### src/sv/tdpt_pkg.sv
// Shared types and constants for the trial division prime test core.
package tdpt_pkg;

	// Smallest trial divisor.
	localparam int unsigned FIRST_DIVISOR = 2;

	// Controller to divider.
	typedef struct packed {
		logic start;
	} div_ctl_t;

	// Divider to controller.
	typedef struct packed {
		logic busy;
		logic done;
	} div_sts_t;

endpackage

### src/sv/tdpt_divider.sv
// Bit-serial restoring divider: one quotient bit per clock.
module tdpt_divider #(
	parameter int unsigned VALUE_WIDTH = 31
) (
	input  logic                    clk,
	input  logic                    arst_n,
	input  tdpt_pkg::div_ctl_t      ctl,
	output tdpt_pkg::div_sts_t      sts,
	input  logic [VALUE_WIDTH-1:0]  dividend,
	input  logic [VALUE_WIDTH-1:0]  divisor,
	output logic [VALUE_WIDTH-1:0]  quotient,
	output logic [VALUE_WIDTH-1:0]  remainder
);
	import tdpt_pkg::*;

	localparam int unsigned CW = $clog2(VALUE_WIDTH + 1);

	logic [VALUE_WIDTH-1:0] rem_q;
	logic [VALUE_WIDTH-1:0] quo_q;
	logic [CW-1:0]          cnt_q;
	logic                   busy_q;
	logic                   done_q;
	logic [VALUE_WIDTH:0]   trial;
	logic [VALUE_WIDTH:0]   diff;
	logic                   ge;

	// trial = remainder shifted left with the next dividend bit
	assign trial = {rem_q, quo_q[VALUE_WIDTH-1]};
	assign diff  = trial - {1'b0, divisor};
	assign ge    = (trial >= {1'b0, divisor});

	always_ff @(posedge clk or negedge arst_n) begin
		if (!arst_n) begin
			busy_q <= 1'b0;
			done_q <= 1'b0;
			cnt_q  <= '0;
		end else begin
			// pulse after the last divide step
			done_q <= busy_q && !ctl.start && (cnt_q == CW'(1));
			if (ctl.start) begin
				busy_q <= 1'b1;
				cnt_q  <= CW'(VALUE_WIDTH);
			end else if (busy_q) begin
				cnt_q <= cnt_q - CW'(1);
				if (cnt_q == CW'(1))
					busy_q <= 1'b0;
			end
		end
	end

	always_ff @(posedge clk) begin
		if (ctl.start) begin
			rem_q <= '0;
			quo_q <= dividend;
		end else if (busy_q) begin
			rem_q <= ge ? diff[VALUE_WIDTH-1:0] : trial[VALUE_WIDTH-1:0];
			quo_q <= {quo_q[VALUE_WIDTH-2:0], ge};
		end
	end

	assign sts.busy  = busy_q;
	assign sts.done  = done_q;
	assign quotient  = quo_q;
	assign remainder = rem_q;

endmodule

### src/sv/trial_division_prime_test_core.sv
// Top level of the trial division prime test core.
//
// Usage: a candidate item enters on the req channel (req_valid/req_stall)
// and one result item leaves on the rsp channel (rsp_valid/rsp_stall),
// carrying the echoed value and the prime flag. An item moves on any rising
// edge where valid is high and stall is low.
// Sequence: 0 and 1 go straight to the emit state without a division. Otherwise
// each trial divisor d takes a load, VALUE_WIDTH bit-serial divide steps and
// one decision on the single shared divider. A prime near 2^31 tries about
// 46340 divisors at the default width.
// Throughput: one item at a time; req_stall is high from acceptance until
// the result has been moved into the output register. The output register
// lets the next item be taken while an earlier result still waits.
// Stall: while rsp_stall holds a result, a finished test waits in its emit
// state; nothing is dropped.
// Reset: arst_n clears the controller and the output valid at once; the core
// is ready for an item on the first cycle after release.
module trial_division_prime_test_core #(
	parameter int unsigned VALUE_WIDTH = 31
) (
	input  logic                   clk,
	input  logic                   arst_n,
	input  logic                   req_valid,
	output logic                   req_stall,
	input  logic [VALUE_WIDTH-1:0] candidate,
	output logic                   rsp_valid,
	input  logic                   rsp_stall,
	output logic [VALUE_WIDTH-1:0] tested_value,
	output logic                   is_prime
);
	import tdpt_pkg::*;

	typedef enum logic [1:0] {
		ST_IDLE,
		ST_DIV,
		ST_EMIT
	} state_t;

	state_t                 state_q;
	logic [VALUE_WIDTH-1:0] n_q;       // candidate under test
	logic [VALUE_WIDTH-1:0] d_q;       // current trial divisor
	logic                   prime_q;   // verdict waiting to be emitted
	logic                   start_q;
	logic                   rsp_valid_q;
	logic [VALUE_WIDTH-1:0] rsp_value_q;
	logic                   rsp_prime_q;

	div_ctl_t               div_ctl;
	div_sts_t               div_sts;
	logic [VALUE_WIDTH-1:0] quo;
	logic [VALUE_WIDTH-1:0] rem;
	logic                   req_take;
	logic                   out_free;
	logic                   launch;    // start a divide on the next cycle
	logic                   rsp_load;  // verdict moves into the output register

	assign div_ctl.start = start_q;

	tdpt_divider #(
		.VALUE_WIDTH(VALUE_WIDTH)
	) u_div (
		.clk       (clk),
		.arst_n    (arst_n),
		.ctl       (div_ctl),
		.sts       (div_sts),
		.dividend  (n_q),
		.divisor   (d_q),
		.quotient  (quo),
		.remainder (rem)
	);

	assign req_stall = (state_q != ST_IDLE);
	assign req_take  = req_valid && !req_stall;
	// output register can take a result this cycle
	assign out_free  = !rsp_valid_q || !rsp_stall;
	assign rsp_load  = (state_q == ST_EMIT) && out_free;
	// first divisor for a new candidate above 1, or next divisor when the
	// current one neither ends the loop nor divides evenly
	assign launch = ((state_q == ST_IDLE) && req_take && (candidate > VALUE_WIDTH'(1))) ||
		((state_q == ST_DIV) && div_sts.done && (d_q <= quo) && (rem != '0));

	always_ff @(posedge clk or negedge arst_n) begin
		if (!arst_n) begin
			state_q     <= ST_IDLE;
			start_q     <= 1'b0;
			rsp_valid_q <= 1'b0;
			n_q         <= '0;
			d_q         <= '0;
			prime_q     <= 1'b0;
			rsp_value_q <= '0;
			rsp_prime_q <= 1'b0;
		end else begin
			start_q <= launch;
			if (rsp_load)
				rsp_valid_q <= 1'b1;
			else if (rsp_valid_q && !rsp_stall)
				rsp_valid_q <= 1'b0;
			unique case (state_q)
				ST_IDLE: begin
					if (req_take) begin
						n_q <= candidate;
						d_q <= VALUE_WIDTH'(FIRST_DIVISOR);
						// 0 and 1 are not prime, no division needed
						if (candidate <= VALUE_WIDTH'(1)) begin
							prime_q <= 1'b0;
							state_q <= ST_EMIT;
						end else begin
							state_q <= ST_DIV;
						end
					end
				end
				ST_DIV: begin
					if (div_sts.done) begin
						// loop ends once d exceeds n / d: no factor found
						if (d_q > quo) begin
							prime_q <= 1'b1;
							state_q <= ST_EMIT;
						end else if (rem == '0) begin
							prime_q <= 1'b0;
							state_q <= ST_EMIT;
						end else begin
							d_q <= d_q + VALUE_WIDTH'(1);
						end
					end
				end
				ST_EMIT: begin
					if (out_free) begin
						rsp_value_q <= n_q;
						rsp_prime_q <= prime_q;
						state_q     <= ST_IDLE;
					end
				end
				default: state_q <= ST_IDLE;
			endcase
		end
	end

	assign rsp_valid    = rsp_valid_q;
	assign tested_value = rsp_value_q;
	assign is_prime     = rsp_prime_q;

endmodule
### config.mk
export PLATFORM = sky130hd
export DESIGN_NAME = trial_division_prime_test_core
export DESIGN_NICKNAME = d
export VERILOG_FILES = /design/src/sv/tdpt_pkg.sv /design/src/sv/tdpt_divider.sv /design/src/sv/trial_division_prime_test_core.sv
export SDC_FILE = /design/constraint.sdc
export NUM_CORES = 1
export LEC_CHECK = 0
export BUFFER_PORTS_ARGS = -buffer_cell sky130_fd_sc_hd__buf_4
export CORE_MARGIN = 5
export CORE_UTILIZATION = 50
export DETAILED_ROUTE_END_ITERATION = 10
export PLACE_DENSITY = 0.71
export REMOVE_ABC_BUFFERS = 1
export SLEW_MARGIN = 20
export SYNTH_ARGS = -nofsm -noshare
export SYNTH_HDL_FRONTEND = slang
export SYNTH_SLANG_ARGS = --single-unit
### constraint.sdc
create_clock -name clk -period 2.6 [get_ports clk]
set_clock_uncertainty 0.1 [all_clocks]
set_input_delay 0 -clock clk [delete_from_list [all_inputs] [get_ports clk]]
set_output_delay 0 -clock clk [all_outputs]
set_load 0.02 [all_outputs]
==> qor.yml <==
clock_latency_ns: 0.44
violations: "setup timing"
grt_pass1_wl_mm: 48.7
grt_max_degree: 99
cts.clk_slew.worst_paths_ns: 0.07
hold_path.class: "input port to flip-flop"
crit_fanout: 7
synth-main-ff-cell: "dfrtp_1"
drive_above_1_share: 0.339
numPortBuffers: 68
vdd_drop_max_v: 0.000654
n_antenna_cell: 0
relSlewSlack: 0.384
wl_per_cell_um: 17.9
dp_hpwl_mm: 19.7
whs_ns: 0.0622
nets: 1506
ys_seq_elements: 168
area_growth_pct: 39.7
die_area_um2: 22800
total_leakage_power_nw: 6.47
slew_viol_final: 0
design.core.area_um2: 19500
setup_viol_count_final: 65
grt_pass1_vias: 9621
synth_top_area_share: 0.267
fin_ws_ns: -0.382
vias: 9531
synth_seq_area_share: 0.423
min_period_over_period: 1.15
power_density_nw_per_um2: 1190
die_h_um: 151
timing.fmax_mhz: 335
final_common_cell: "buf_4"
cts_tree: "built"
cts_buffer_depth: 2
crit_chain: "buf_4 -> ha_4 -> fa_2 -> nand2b_4 -> a21o_1 -> a21oi_4 -> a211oi_4 -> nand3_2 -> a31oi_4 -> buf_4 -> buf_6 -> buf_6 -> o31a_1 -> a211oi_2"
final_cell_mix: "297 x buf_4, 160 x nand2_1, 104 x dfrtp_1"
syn-cell-area_um2: 9950
maxCapViolCount: 0
synth_warnings: 0
path_buf_inv: 4
grt.overflow.total: 0
cp_data_arrival_time_ns: 3.24
wl_mm: 30.2
drt_drc_violations_left: 0
avgSynthCellArea_um2: 9.13
rows: 51
synth_top_area_cell: "dfrtp_1"
ys_types: 78
synth_edf_count: 31
cts-root-buf: "clkbuf_16"
synth_cells: 1090
status: "finished with violations"
cts.sinks: 168
rsz0062_at_grt: "yes"
h-tree-depth: 4
slowest_delay_ns: 0.39
die_w_um: 151
fin_crit_ns: 2.98
critPathCaptureType: "flip-flop"
dp_slack_ns: -0.458
ys_async_sr_fraction: 0.631
utilization: 0.712
start_util: 0.510
ant_nets: 0
cp-start-kind: "flip-flop"
final_hold_viol_count: 0
drt-initial-drc-count: 573
crit_family: "compound AO/OA/AOI/OAI gates"
drt_first_pass_iters: 5
cpMaxStageDelayCell: "dfrtp_1"
tightest_slew_ns: 0.924
yosys-top-cells-area: "dfrtp_1 27%, edfxtp_1 9.4%, ha_1 8.2%, dfxtp_1 6.2%, nand2_1 6.1%"
crit_required_ns: 2.86
place.gp.congestion: 0.903
track_usage: 0.270
io_pins: 69
path_class: "flip-flop to flip-flop"
cts-buffers-inserted: 17
antenna_found_initial: 0
viasPerCell: 5.66
-- metal layers --
layer | global-route usage | part of all wire | up-vias
met5 | 0 | 0 | -
met4 | 0.0907 | 0.028 | 0
met3 | 0.0542 | 0.058 | 73
met2 | 0.451 | 0.49 | 355
met1 | 0.353 | 0.42 | 4629
li1 | - | - | 4474
-- metrics by stage --
stage          setup TNS [ns]  area (um2)  instances  power [mW]
2_1_floorplan          -47.86        9710       1040        8.93
3_3_place_gp           -16.62       12200       1588        12.1
3_5_place_dp           -19.97       12200       1588        12.4
4_1_cts                -10.29       13600       1672        15.8
5_1_grt                -23.79       13900       1683        17.7
6_report               -15.12       13900       1683        16.6
-- synthesized netlist by cell type, types with 21 or more instances --
library cell,number
edfxtp_1,31
a21oi_1,55
a211oi_1,26
nor4_1,23
xnor2_1,31
mux2_2,36
nand2_1,162
a21o_1,33
nand3_1,21
o21ai_0,60
ha_1,65
dfxtp_1,31
dfrtp_1,106
inv_1,73
clkbuf_1,32
nor2_1,91
-- layout make-up --
class | instances | area, um2
clock buffer | 18 | 429
clock inverter | 14 | 153
fill | 1420 | 5630
inverter | 73 | 274
multi-input combinational | 800 | 5740
sequential | 168 | 4210
tap | 265 | 332
timing repair buffer | 345 | 2760
-- worst reg2reg max path: cells and delay by family (launching register included) --
| family | cells | cell delay [ns] |
|---|---|---|
| fa+ha+maj | 2 | 0.52 |
| compound gates | 6 | 1.07 |
| flops | 1 | 0.39 |
| buf+inv | 4 | 0.56 |
| simple gates | 2 | 0.27 |
-- repair_timing --
action,CTS,global route
setup buffers,19,12
endpoints found under the hold margin,103,0
resized for setup,71,50
setup endpoints to repair,65,67
pin swaps,51,27
gates cloned,1,1
hold buffers,33,0
-- state kept, by name, indices dropped and copies added, names as in the netlist, 2 cells and up --
| name | count |
|---|---|
| d_q | 31 |
| u_div.remainder | 31 |
| n_q | 31 |
| tested_value | 31 |
| u_div.cnt_q | 5 |
| state_q | 2 |
| u_div.quotient | 31 |
-- cells by family (layout without fill, tap and decap cells) --
kind of cell               Yosys count  after routing  synth area share
AOI/OAI and AO/OA                  247            247             0.163
xor gates and xnor gates            41             41            0.0361
adders and majority gates           66             66            0.0838
buffers and inverters              123            450            0.0513
DFF                                168            168             0.423
muxes                               49             49            0.0539
and+or+nand+nor                    396            397             0.189
-- where the power goes --
part / switching (mW) / total [mW] / internal (mW)
logic: 4.77 / 9.77 / 5.00
clock network: 1.26 / 2.54 / 1.29
registers: 0.586 / 4.26 / 3.67
-- final timing paths --
kind / start / endpoint / slack [ns] / depth (start not counted)
worst max-delay path: d_q[0] / u_div.remainder[19] / -0.38 / 14
worst min-delay path: req_valid / state_q[1] / 0.06 / 6
worst max register to register: d_q[0] / u_div.remainder[19] / -0.38 / 14
worst min register to register: n_q[26] / n_q[26] / 0.41 / 2
max in group asynchronous: arst_n / tested_value[10] / 1.52 / 3
min in group asynchronous: arst_n / u_div.cnt_q[3] / 0.13 / 2
(Power assumes the default switching activity.)
